$ cat src/rtl/assert_macros.svh
// Assertion macros shared by the quantizer modules.
// No dependencies; included by files that carry checks.
`ifndef ASSERT_MACROS_SVH
`define ASSERT_MACROS_SVH

// Same-cycle implication, disabled during reset.
`define ASSERT_IMPLY(label, clk, rst, ante, cons) \
   label: assert property (@(posedge clk) disable iff (rst) (ante) |-> (cons)) \
      else $error("implication check failed");

// Next-cycle implication, disabled during reset.
`define ASSERT_NEXT(label, clk, rst, ante, cons) \
   label: assert property (@(posedge clk) disable iff (rst) (ante) |=> (cons)) \
      else $error("next-cycle check failed");

`endif

$ cat src/rtl/npq_pkg.sv
// Package for the pitch quantizer: widths, item types and the constant
// pitch, boundary and tie tables built at elaboration. No dependencies.
`timescale 1ns / 1ps

package npq_pkg;

   localparam int PITCH_COUNT       = 108;
   localparam int REFERENCE_INDEX   = 48;
   localparam int REFERENCE_HZ      = 440;
   localparam int STEPS_PER_OCTAVE  = 12;
   localparam int OCTAVE_OFFSET     = 11;
   localparam int BASE_SHIFT        = 24;
   localparam int HZ_FRAC_SHIFT     = 40;

   localparam int INDEX_WIDTH       = $clog2(PITCH_COUNT);
   localparam int SEARCH_LEVELS     = INDEX_WIDTH;
   localparam int TABLE_DEPTH       = 2 ** INDEX_WIDTH;

   localparam int FREQ_WIDTH        = 32;
   localparam int TOL_WIDTH         = 17;
   localparam int PITCH_INDEX_WIDTH = 7;
   localparam int FRAC_BITS         = 16;
   localparam int PRODUCT_WIDTH     = FREQ_WIDTH + TOL_WIDTH;

   localparam logic [TOL_WIDTH-1:0] TOLERANCE_RESET = 17'd66489;
   localparam logic [63:0]          ONE_Q62         = 64'h4000_0000_0000_0000;

   typedef logic [FREQ_WIDTH-1:0]      freq_type;
   typedef logic [INDEX_WIDTH-1:0]     index_type;
   typedef logic [TOL_WIDTH-1:0]       tol_type;
   typedef logic [PRODUCT_WIDTH-1:0]   product_type;
   typedef freq_type [TABLE_DEPTH-1:0] word_table_type;
   typedef logic [TABLE_DEPTH-1:0]     flag_table_type;

   typedef struct packed {
      logic      valid;
      freq_type  frequency;
      index_type index;
   } search_out_type;

   function automatic logic [63:0] mul_q62(input logic [63:0] a, input logic [63:0] b);
      logic [127:0] prod;
      prod = {64'd0, a} * {64'd0, b};
      return prod[125:62];
   endfunction

   function automatic logic fits_twelfth(input logic [63:0] r);
      logic [63:0] acc;
      logic        ok;
      acc = r;
      ok  = 1'b1;
      for (int k = 1; k < STEPS_PER_OCTAVE; k++) begin
         acc = mul_q62(acc, r);
         if (acc > (ONE_Q62 << 1)) ok = 1'b0;
      end
      return ok;
   endfunction

   function automatic logic [63:0] semitone_ratio();
      logic [63:0] lo;
      logic [63:0] hi;
      logic [63:0] mid;
      lo = ONE_Q62;
      hi = ONE_Q62 + (ONE_Q62 >> 2);
      for (int n = 0; n < 64; n++) begin
         if (hi - lo > 64'd1) begin
            mid = lo + ((hi - lo) >> 1);
            if (fits_twelfth(mid)) lo = mid;
            else hi = mid;
         end
      end
      return lo;
   endfunction

   function automatic logic [63:0] isqrt64(input logic [63:0] x_arg);
      logic [63:0] x;
      logic [63:0] res;
      logic [63:0] bit_v;
      x     = x_arg;
      res   = 64'd0;
      bit_v = 64'd1 << 62;
      for (int n = 0; n < 32; n++) begin
         if (x >= res + bit_v) begin
            x   = x - (res + bit_v);
            res = (res >> 1) + bit_v;
         end else begin
            res = res >> 1;
         end
         bit_v = bit_v >> 2;
      end
      return res;
   endfunction

   function automatic word_table_type build_pitch_table();
      word_table_type tbl;
      logic [63:0]    ratio [STEPS_PER_OCTAVE];
      logic [63:0]    step;
      logic [63:0]    v;
      int             m;
      int             oct;
      int             semi;
      int             shift;
      tbl      = '0;
      step     = semitone_ratio();
      ratio[0] = ONE_Q62;
      for (int i = 1; i < STEPS_PER_OCTAVE; i++) ratio[i] = mul_q62(ratio[i-1], step);
      for (int i = 0; i < PITCH_COUNT; i++) begin
         m     = i - REFERENCE_INDEX + OCTAVE_OFFSET * STEPS_PER_OCTAVE;
         oct   = m / STEPS_PER_OCTAVE - OCTAVE_OFFSET;
         semi  = m % STEPS_PER_OCTAVE;
         shift = BASE_SHIFT - oct;
         v     = mul_q62(64'(REFERENCE_HZ) << HZ_FRAC_SHIFT, ratio[semi]);
         v     = (v + (64'd1 << (shift - 1))) >> shift;
         tbl[i] = (v > 64'h0000_0000_FFFF_FFFF) ? '1 : v[FREQ_WIDTH-1:0];
      end
      return tbl;
   endfunction

   function automatic word_table_type build_boundary_table(input word_table_type pt);
      word_table_type tbl;
      logic [63:0]    r;
      tbl = '1;
      for (int i = 0; i + 1 < PITCH_COUNT; i++) begin
         r      = isqrt64(64'(pt[i]) * 64'(pt[i+1]));
         tbl[i] = r[FREQ_WIDTH-1:0];
      end
      return tbl;
   endfunction

   function automatic flag_table_type build_tie_table(input word_table_type pt,
                                                      input word_table_type bt);
      flag_table_type tbl;
      tbl = '0;
      for (int i = 0; i + 1 < PITCH_COUNT; i++) begin
         tbl[i] = ((64'(bt[i]) * 64'(bt[i])) == (64'(pt[i]) * 64'(pt[i+1])));
      end
      return tbl;
   endfunction

   localparam word_table_type PITCH_TABLE    = build_pitch_table();
   localparam word_table_type BOUNDARY_TABLE = build_boundary_table(PITCH_TABLE);
   localparam flag_table_type TIE_TABLE      = build_tie_table(PITCH_TABLE, BOUNDARY_TABLE);

endpackage

$ cat src/rtl/npq_search.sv
// Pipelined binary search of the frequency over the boundary table,
// one level per stage. Depends on npq_pkg and assert_macros.svh.
`timescale 1ns / 1ps
`include "assert_macros.svh"

module npq_search (
   input  logic                    clock,
   input  logic                    reset,
   input  logic                    advance,
   input  logic                    in_valid,
   input  npq_pkg::freq_type       in_frequency,
   output npq_pkg::search_out_type result
);

   localparam int L = npq_pkg::SEARCH_LEVELS;

   logic                 valid_ff [L];
   npq_pkg::freq_type    freq_ff  [L];
   npq_pkg::index_type   index_ff [L];
   npq_pkg::index_type   index_in [L];

   genvar k;
   generate
      for (k = 0; k < L; k++) begin : g_level
         localparam int STEP = 2 ** (L - 1 - k);
         logic               prev_valid;
         npq_pkg::freq_type  prev_freq;
         npq_pkg::index_type prev_index;
         npq_pkg::index_type probe;

         if (k == 0) begin : g_first
            assign prev_valid = in_valid;
            assign prev_freq  = in_frequency;
            assign prev_index = '0;
         end else begin : g_next
            assign prev_valid = valid_ff[k-1];
            assign prev_freq  = freq_ff[k-1];
            assign prev_index = index_ff[k-1];
         end

         assign probe = prev_index | npq_pkg::index_type'(STEP - 1);

         always_comb begin
            index_in[k] = prev_index;
            if (npq_pkg::BOUNDARY_TABLE[probe] < prev_freq) begin
               index_in[k] = prev_index | npq_pkg::index_type'(STEP);
            end
         end

         always_ff @(posedge clock) begin
            if (reset) begin
               valid_ff[k] <= 1'b0;
            end else if (advance) begin
               valid_ff[k] <= prev_valid;
            end
         end

         always_ff @(posedge clock) begin
            if (advance) begin
               freq_ff[k]  <= prev_freq;
               index_ff[k] <= index_in[k];
            end
         end
      end
   endgenerate

   assign result.valid     = valid_ff[L-1];
   assign result.frequency = freq_ff[L-1];
   assign result.index     = index_ff[L-1];

   `ASSERT_IMPLY(a_below_passed, clock, reset,
      valid_ff[L-1] && (index_ff[L-1] != '0),
      npq_pkg::BOUNDARY_TABLE[index_ff[L-1] - npq_pkg::index_type'(1)] < freq_ff[L-1])
   `ASSERT_IMPLY(a_above_not_passed, clock, reset,
      valid_ff[L-1] && (index_ff[L-1] < npq_pkg::index_type'(npq_pkg::PITCH_COUNT - 1)),
      npq_pkg::BOUNDARY_TABLE[index_ff[L-1]] >= freq_ff[L-1])

endmodule

$ cat src/rtl/npq_judge.sv
// Tie and zero check, pitch lookup, tolerance product and compare stages
// ending in the result register. Depends on npq_pkg and assert_macros.svh.
`timescale 1ns / 1ps
`include "assert_macros.svh"

module npq_judge (
   input  logic                                     clock,
   input  logic                                     reset,
   input  logic                                     advance,
   input  npq_pkg::search_out_type                  search_result,
   input  npq_pkg::tol_type                         tolerance,
   output logic                                     out_valid,
   output npq_pkg::freq_type                        out_pitch_frequency,
   output logic [npq_pkg::PITCH_INDEX_WIDTH-1:0]    out_pitch_index,
   output logic                                     out_found
);

   // lookup stage
   logic                a_valid_ff;
   logic                a_ok_ff;
   npq_pkg::freq_type   a_big_ff;
   npq_pkg::freq_type   a_small_ff;
   npq_pkg::freq_type   a_pitch_ff;
   npq_pkg::index_type  a_index_ff;
   npq_pkg::freq_type   pitch_in;
   logic                ok_in;
   logic                tie;

   // product stage
   logic                 b_valid_ff;
   logic                 b_ok_ff;
   npq_pkg::freq_type    b_big_ff;
   npq_pkg::product_type b_product_ff;
   npq_pkg::freq_type    b_pitch_ff;
   npq_pkg::index_type   b_index_ff;

   // result stage
   logic                                  out_valid_ff;
   logic                                  out_found_ff;
   npq_pkg::freq_type                     out_pitch_ff;
   logic [npq_pkg::PITCH_INDEX_WIDTH-1:0] out_index_ff;
   logic                                  found_in;
   npq_pkg::product_type                  scaled_big;

   assign pitch_in = npq_pkg::PITCH_TABLE[search_result.index];
   assign tie      = npq_pkg::TIE_TABLE[search_result.index] &&
                     (npq_pkg::BOUNDARY_TABLE[search_result.index] == search_result.frequency);
   assign ok_in    = !tie && (search_result.frequency != '0);

   always_ff @(posedge clock) begin
      if (reset) begin
         a_valid_ff <= 1'b0;
      end else if (advance) begin
         a_valid_ff <= search_result.valid;
      end
   end

   always_ff @(posedge clock) begin
      if (advance) begin
         a_ok_ff    <= ok_in;
         a_pitch_ff <= pitch_in;
         a_index_ff <= search_result.index;
         if (search_result.frequency >= pitch_in) begin
            a_big_ff   <= search_result.frequency;
            a_small_ff <= pitch_in;
         end else begin
            a_big_ff   <= pitch_in;
            a_small_ff <= search_result.frequency;
         end
      end
   end

   always_ff @(posedge clock) begin
      if (reset) begin
         b_valid_ff <= 1'b0;
      end else if (advance) begin
         b_valid_ff <= a_valid_ff;
      end
   end

   always_ff @(posedge clock) begin
      if (advance) begin
         b_ok_ff      <= a_ok_ff;
         b_big_ff     <= a_big_ff;
         b_pitch_ff   <= a_pitch_ff;
         b_index_ff   <= a_index_ff;
         b_product_ff <= npq_pkg::PRODUCT_WIDTH'(a_small_ff) *
                         npq_pkg::PRODUCT_WIDTH'(tolerance);
      end
   end

   assign scaled_big = npq_pkg::PRODUCT_WIDTH'({b_big_ff, npq_pkg::FRAC_BITS'(0)});
   assign found_in   = b_ok_ff && (scaled_big <= b_product_ff);

   always_ff @(posedge clock) begin
      if (reset) begin
         out_valid_ff <= 1'b0;
      end else if (advance) begin
         out_valid_ff <= b_valid_ff;
      end
   end

   always_ff @(posedge clock) begin
      if (advance) begin
         out_found_ff <= found_in;
         out_pitch_ff <= found_in ? b_pitch_ff : '0;
         out_index_ff <= found_in ? npq_pkg::PITCH_INDEX_WIDTH'(b_index_ff) : '0;
      end
   end

   assign out_valid           = out_valid_ff;
   assign out_found           = out_found_ff;
   assign out_pitch_frequency = out_pitch_ff;
   assign out_pitch_index     = out_index_ff;

   `ASSERT_IMPLY(a_found_pitch_matches, clock, reset,
      out_valid_ff && out_found_ff,
      out_pitch_ff == npq_pkg::PITCH_TABLE[out_index_ff[npq_pkg::INDEX_WIDTH-1:0]])
   `ASSERT_IMPLY(a_found_index_in_range, clock, reset,
      out_valid_ff && out_found_ff,
      out_index_ff < npq_pkg::PITCH_INDEX_WIDTH'(npq_pkg::PITCH_COUNT))
   `ASSERT_IMPLY(a_miss_is_zero, clock, reset,
      out_valid_ff && !out_found_ff,
      (out_pitch_ff == '0) && (out_index_ff == '0))

endmodule

$ cat src/rtl/nearest_pitch_quantizer.sv
// Top level of the nearest pitch quantizer: handshake, tolerance register,
// search and judge pipelines. Depends on npq_pkg, npq_search, npq_judge.
//
//   channel  direction  handshake        payload
//   req      in         valid / ready    frequency (Q16.16 Hz)
//   rsp      out        valid / ready    pitch_frequency, pitch_index, found
//   csr      in         write enable     tolerance_ratio (Q1.16)
//
// One item per cycle while the result is not stalled; one stage per level
// of the boundary table search, then lookup, product and result stages.
// All stages advance together; a stalled result holds the pipeline and
// nothing is lost or repeated. Reset clears the valid bits and loads the
// default tolerance; the tables are constants.
`timescale 1ns / 1ps

module nearest_pitch_quantizer (
   input  logic                                  clock,
   input  logic                                  reset,
   input  logic                                  req_valid,
   output logic                                  req_ready,
   input  logic [npq_pkg::FREQ_WIDTH-1:0]        req_frequency,
   output logic                                  rsp_valid,
   input  logic                                  rsp_ready,
   output logic [npq_pkg::FREQ_WIDTH-1:0]        rsp_pitch_frequency,
   output logic [npq_pkg::PITCH_INDEX_WIDTH-1:0] rsp_pitch_index,
   output logic                                  rsp_found,
   input  logic                                  csr_write_enable,
   input  logic [npq_pkg::TOL_WIDTH-1:0]         csr_write_data
);

   npq_pkg::tol_type        tolerance_ff;
   npq_pkg::search_out_type search_result;
   logic                    advance;

   assign advance   = !rsp_valid || rsp_ready;
   assign req_ready = advance;

   always_ff @(posedge clock) begin
      if (reset) begin
         tolerance_ff <= npq_pkg::TOLERANCE_RESET;
      end else if (csr_write_enable) begin
         tolerance_ff <= csr_write_data;
      end
   end

   npq_search u_search (
      .clock        (clock),
      .reset        (reset),
      .advance      (advance),
      .in_valid     (req_valid),
      .in_frequency (req_frequency),
      .result       (search_result)
   );

   npq_judge u_judge (
      .clock               (clock),
      .reset               (reset),
      .advance             (advance),
      .search_result       (search_result),
      .tolerance           (tolerance_ff),
      .out_valid           (rsp_valid),
      .out_pitch_frequency (rsp_pitch_frequency),
      .out_pitch_index     (rsp_pitch_index),
      .out_found           (rsp_found)
   );

endmodule

$ cat config.mk
export PLATFORM = sky130hd
export DESIGN_NAME = nearest_pitch_quantizer
export DESIGN_NICKNAME = d
export VERILOG_FILES = /design/src/rtl/npq_pkg.sv /design/src/rtl/npq_search.sv /design/src/rtl/npq_judge.sv /design/src/rtl/nearest_pitch_quantizer.sv
export VERILOG_INCLUDE_DIRS = /design/src /design/src/rtl
export SDC_FILE = /design/constraint.sdc
export NUM_CORES = 2
export LEC_CHECK = 0
export BUFFER_PORTS_ARGS = -buffer_cell sky130_fd_sc_hd__buf_4
export CAP_MARGIN = 10
export CORE_MARGIN = 5
export CORE_UTILIZATION = 59
export DETAILED_ROUTE_END_ITERATION = 10
export PLACE_DENSITY = 0.79
export SYNTH_ARGS = -nofsm -noshare
export SYNTH_HDL_FRONTEND = slang
export SYNTH_HIERARCHICAL = 1
export SYNTH_SLANG_ARGS = --single-unit
export TNS_END_PERCENT = 30
$ cat constraint.sdc
create_clock -name clock -period 14.4 [get_ports clock]
set_input_delay 0.72 -clock clock [delete_from_list [all_inputs] [get_ports clock]]
set_output_delay 0.72 -clock clock [all_outputs]
set_load 0.03 [all_outputs]
# [Word level (Yosys, flattened, before mapping)]
# Memory sizes are Yosys's and may differ from the RTL's. A register that Yosys moved wholly into a read port is not among the register bits.
# Cells that the tools add are included.
[totals] n_memories=11 reg_bits=284 mem_bits_ro=16256 word_cells=91 input_bits=54 ram_bits=280 output_inout_bits=42
[memory_table] memory="(no name shown)" words=128 word_bits=32 rd=1 rd_clocked_by_memory_dff=0 wr=0 line="npq_search.sv:45" text="if (npq_pkg::BOUNDARY_TABLE[probe] < prev_freq) begin"
[memory_table] memory="(no name shown)" words=128 word_bits=32 rd=1 rd_clocked_by_memory_dff=0 wr=0 line="npq_judge.sv:47" text="(npq_pkg::BOUNDARY_TABLE[search_result.index] == search_result.frequency);"
[memory_table] memory="(no name shown)" words=128 word_bits=32 rd=1 rd_clocked_by_memory_dff=0 wr=0 line="npq_judge.sv:45" text="assign pitch_in = npq_pkg::PITCH_TABLE[search_result.index];"
[memory_table] memory="(no name shown)" words=64 word_bits=32 rd=1 rd_clocked_by_memory_dff=0 wr=0 line="npq_search.sv:45"
[memory_table] memory="(no name shown)" words=32 word_bits=32 rd=1 rd_clocked_by_memory_dff=0 wr=0 line="npq_search.sv:45"
[memory_table] memory="(no name shown)" words=16 word_bits=32 rd=1 rd_clocked_by_memory_dff=0 wr=0 line="npq_search.sv:45"
[memory_table] memory="+5 memories"
[op_classes] bitwise_logic=7 mux=32 mul=1 n_reduce_logical=7 eq_ne=1 order_cmp=16
[ops] cell="$mux 32" n=10
[ops] cell="$lt 32x32->1" n=6
[ops] cell="$bmux 32 s2" n=1
[ops] cell="$lt 7x8->1 const B" n=7
[ops] cell="$le 48x49->1" n=1
[ops] cell="$mul 32x17->49" n=1
[ops] cell="$eq 32x32->1" n=1
[ops] cell="$ge 32x32->1" n=1
[ops] cell="$lt 27x32->1 const A" n=1
[ops] cell="$reduce_bool 32->1" n=1
[ops] cell="$mux 1" n=15
[ops] cell="$mux 7" n=1
[ops] cell="$or 1x1->1" n=7
[ops] cell="$mux 6" n=1
[ops] cell="$mux 5" n=1
[ops] cell="$mux 4" n=1
[ops] cell="$logic_and 1x1->1" n=3
[ops] cell="$mux 3" n=1
[ops] cell="$logic_not 1->1" n=2
[ops] cell="$mux 2" n=1
[ops] cell="$logic_or 1x1->1" n=1

# [Longest topological paths before layout]
# An unclocked memory read counts as a cell.
[logic_depth] depth_word=7 mapped_depth=25 ltp_nobuf=23

# [Hierarchy]
# The synthesis kept the hierarchy.
[by_module_without_submodules] mod="npq_judge" area_per_inst_um2=31465.2 n_inst=1 seq_area_each_um2=7837.5 cells_each=3280
[by_module_without_submodules] mod="npq_search" area_per_inst_um2=16477.1 n_inst=1 seq_area_each_um2=7777.5 cells_each=1631
[by_module_without_submodules] mod="nearest_pitch_quantizer" area_per_inst_um2=654.4 n_inst=1 seq_area_each_um2=340.3 cells_each=56

# [Least setup slack after synthesis]
# OpenSTA, ideal clock, no wires.
[synth_timing] kind="input port to flip-flop" startpoint="in rsp_ready" endpoint="mem u_search.valid_ff[0], enable pin" arrival_time_ns=14.677 cell_stages=2 setup_time_ns=0.348 setup_slack_ns=-0.625 cell_sequence="nand2b_1 -> or2_2"
[synth_rtl] element="start, declared" line="nearest_pitch_quantizer.sv:23" text="input logic rsp_ready,"
[synth_rtl] element="end, declared" line="npq_search.sv:17" text="logic valid_ff [L];"

# [Worst setup path in the final report]
[layout_timing] startpoint="reg tolerance_ff[13]" endpoint="reg u_judge.b_product_ff[41], data pin"
[layout_via] elab_chain_len=1
[layout_rtl] element="start, declared" line="nearest_pitch_quantizer.sv:31" text="npq_pkg::tol_type tolerance_ff;"
[layout_rtl] element="start signal, assigned" line="nearest_pitch_quantizer.sv:40" text="tolerance_ff <= npq_pkg::TOLERANCE_RESET;"
[layout_rtl] element="start signal, assigned" line="nearest_pitch_quantizer.sv:42" text="tolerance_ff <= csr_write_data;"
[layout_rtl] element="$mul 32x17->49" line="npq_judge.sv:87" text="b_product_ff <= npq_pkg::PRODUCT_WIDTH'(a_small_ff) *"
[layout_rtl] element="end signal, assigned" line="npq_judge.sv:87"
[layout_rtl] element="end, declared" line="npq_judge.sv:33" text="npq_pkg::product_type b_product_ff;"
# No other way between the ends.
# A chain may end at the register's enable or synchronous reset.

==> flow_results.org <==
** Placed design
- Detailed placement HPWL :: between 90 and 100 mm
- Port-buffer cells :: 93
- RD Place Congestion :: approximately 1.0

** Clock network
- The number of gates resized after CTS was 0.
- TritonCTS built the clock tree.
- The cell sitting at the root of the clock tree is a clkbuf_16.
- CTS built an H-tree with a depth of 2.
- Total CTS buffers :: 59
- Worst-skew pair later-pin latency :: 0.64 ns
- Buffer count from post-CTS setup fixing :: 0
- In this run the deepest clock path goes through 3 buffers.
- Hold repair after CTS inserted 0 buffers.
- Clock sinks :: 538
- Clock slew seen by the registers of the worst setup and hold paths :: around 0.070 ns

** Final layout
- The final layout contains slightly below 6000 nets.
- 0 antenna diodes ended up in the layout.
- The layout has 6500 filler cells.
- Area growth, synth to finish :: 6.86%
- The top cell types in the final layout, fill and taps aside, are inv_1 (822), nand2_1 (550), edfxtp_1 (518).
- Most common library cell in the layout ignoring fill and taps :: inv_1
- Layout cells sized above 1 :: 0.0707

** Setup path
- Traced cell by cell, the critical path runs through buf_4 > nand2_1 > fa_1 > inv_1 > fa_1 > fa_1 > fa_1 > fa_1 > inv_1 > fa_1 > inv_1 > ha_1 > o21a_1 > o211ai_1 > a211oi_1 > nor2_1 > a211oi_2 > a21oi_2 > o21ai_1 > a31oi_1 > xnor2_1.
- At the worst endpoint, the required time is ~15 ns.
- Along the worst path, the maximum fanout reaches 17.
- The most numerous cell type found on the critical path is fa_1.
- The kind of cell with the highest combined delay along the critical path is adder cells.
- Longest individual stage delay on the worst path :: 0.75 ns
- The worst setup path is of the register to register kind.
- The number of buffers and inverters on the critical path is 4.
- Cell with the largest stage delay on the worst path :: dfxtp_1
- STA classifies the critical path startpoint as a register.
- Nature of the critical path endpoint :: register
- At the worst endpoint, the arrival time is 7.77 ns.

** STA
- At the pin with the least slew margin, the transition time is roughly 1.1 ns.
- Normalized max-slew margin :: 0.242
- Fin crit period :: 7.40 ns
- Setup repair after global routing left no endpoint under its margin.
- The total count of max-transition violations in the final report was 0.
- Post-route fraction of the period consumed by the critical path :: 0.514
- Final hold violations :: 0
- Sum of negative setup slack :: 0 ns
- Max Clock Skew :: slightly above 0.02 ns
- Maximum clock frequency :: about 140 MHz
- Number of setup violations in the final report :: 0

** Run
- Maximum Capacitance Violations :: 0

** Yosys
- Share of synthesized registers carrying an async set or reset :: 0
- Synthesized area per cell :: 9.78 um2
- Count of flip-flops with a built-in enable after synthesis :: ~520
- The most used flip-flop cell after synthesis is edfxtp_1.
- Total standard cell area after synthesis :: roughly 50000 um2
- Synthesized flop and latch total :: approximately 540
- Number of distinct library cells after synthesis :: 100
- Count of mapped cells out of synthesis :: just under 5000
- YS warnings :: 6
- The share of the Yosys chip area taken by registers is 0.328.

** Routing
- Iter 0 DRT Violations :: 4304
- Number of design rule violations left after detail routing :: 0
- The detail route stage leaves a number of antenna-violating nets equal to 0.
- In the detailed route, the total length drawn on met2 is 60.1 mm.
- Before antenna repair, the detailed router went through 8 iterations.
- Via density per instance :: 6.06
- Detailed routing inserted a total of 36575 vias.
- In this run the top signal layer used is met4.
- After detailed routing, the wire length on met1 is roughly 48 mm.
- Detailed-route wire length :: between 100 and 150 mm
- Met3 wirelength from detailed routing :: between 10 and 15 mm
- Dividing the detail-routed wire length by the instance count gives around 21 um.

** Global routing
- Entering global routing, the biggest net connects 177 pins.
- First-pass GRT wire length :: a little under 200 mm
- Congestion Overflow GR :: 0
- For this run, the total global-route usage over all layers was measured as 0.279.
- The initial antenna violation count came to 1.
- Via count of the first global-routing pass :: around 37000

** Floorplanning
- Std cell rows :: 105
- The die is just under 300 um tall.
- In this run the horizontal extent of the chip is ~300 um.
- The die covers 88200 um2.
- 96 I/O pins were placed.
- The initial utilization of the core area, before any placement, comes to 0.594.
- The total area inside the core boundary comes to slightly above 80000 um2.

** Worst hold path
- Class of the tightest hold or removal check :: primary input to register

** Status
- Result of the run :: complete, no violations
==> final timing paths <==
| kind | from | to | slack, ns | depth (start not counted) |
|---|---|---|---|---|
| setup / recovery | tolerance_ff[13] | u_judge/b_product_ff[41] | 7.00 | 21 |
| hold / removal | req_frequency[10] | u_search/freq_ff[0][10] | 0.27 | 1 |
| setup reg to reg | tolerance_ff[13] | u_judge/b_product_ff[41] | 7.00 | 21 |
| hold reg to reg | u_judge/a_big_ff[5] | u_judge/b_big_ff[5] | 0.41 | 0 |
==> stage by stage <==
stage	utilization	cell area [um2]	hold WS (ns)	setup WS, ns	instances
after floorplan	-	48600	0.400	5.94	4970
after global placement	0.611	50000	0.401	7.27	5921
after detailed placement	0.611	50000	0.405	7.14	5921
after CTS	0.634	51900	0.232	7.11	6032
after global routing	0.634	51900	0.236	6.82	6032
final	0.634	51900	0.266	7.00	6032
==> worst reg2reg max path, cell delays in order (launching register included) <==
cell and delay [ns]:
dfxtp_1 0.75, buf_4 0.39, nand2_1 0.12, fa_1 0.56, inv_1 0.05, fa_1 0.47
fa_1 0.53, fa_1 0.54, fa_1 0.57, inv_1 0.06, fa_1 0.53, inv_1 0.04
ha_1 0.44, o21a_1 0.17, o211ai_1 0.11, a211oi_1 0.59, nor2_1 0.11, a211oi_2 0.48
a21oi_2 0.14, o21ai_1 0.23, a31oi_1 0.13, xnor2_1 0.14
==> synth_stat cells, types with 43 or more instances <==
master	n	area, um2
nor3_1	47	235
mux2_2	54	608
nand4_1	44	275
inv_1	822	3090
nor2b_1	43	269
ha_1	407	5090
a21oi_1	286	1430
and2_1	262	1640
clkbuf_1	179	672
nor2_1	254	953
a21o_1	82	616
buf_2	55	275
nand2_1	550	2060
fa_1	449	8990
o21ai_0	211	1060
edfxtp_1	518	15600
==> metal layers <==
layer	vias to the layer above	GRT usage
li1	16579	-
met1	17719	0.362
met2	1886	0.470
met3	391	0.0452
met4	0	0.116
met5	-	0
==> cell families after synthesis <==
| group | after synthesis | synth area share |
|---|---|---|
| AND/OR/NAND/NOR | 1351 | 0.132 |
| buffers and inverters | 1094 | 0.0871 |
| AO/OA/AOI/OAI | 982 | 0.130 |
| adder cells (fa/ha/maj) | 856 | 0.290 |
| flip-flops | 538 | 0.328 |
| multiplexers | 99 | 0.0240 |
| XOR/XNOR | 46 | 0.00829 |
| other | 1 | 0.0000772 |
==> area by class of cell <==
cell class / instances / area, um2 / area share
clock inverter: 47 / 465 / 0.00896
sequential: 538 / 16000 / 0.307
timing repair buffer: 145 / 1110 / 0.0214
inverter: 830 / 3120 / 0.0600
multi-input combinational: 3338 / 28400 / 0.548
tap: 1070 / 1340 / 0.0258
clock buffer: 64 / 1500 / 0.0288
==> sequential cells by signal (all words and copies together) (netlist names), 7 cells and up <==
register                     cells
u_search/valid_ff                7
u_search/freq_ff               224
u_judge/out_pitch_index          7
u_judge/out_pitch_frequency     30
u_judge/a_small_ff              32
u_judge/b_product_ff            49
u_judge/a_big_ff                32
u_judge/b_index_ff               7
u_judge/a_index_ff               7
u_judge/b_big_ff                32
u_judge/b_pitch_ff              30
u_judge/a_pitch_ff              30
u_search/index_ff               28
tolerance_ff                    17
Power is not shown: default switching activity piles up to over one toggle a cycle in this logic, so the estimate is an artifact.
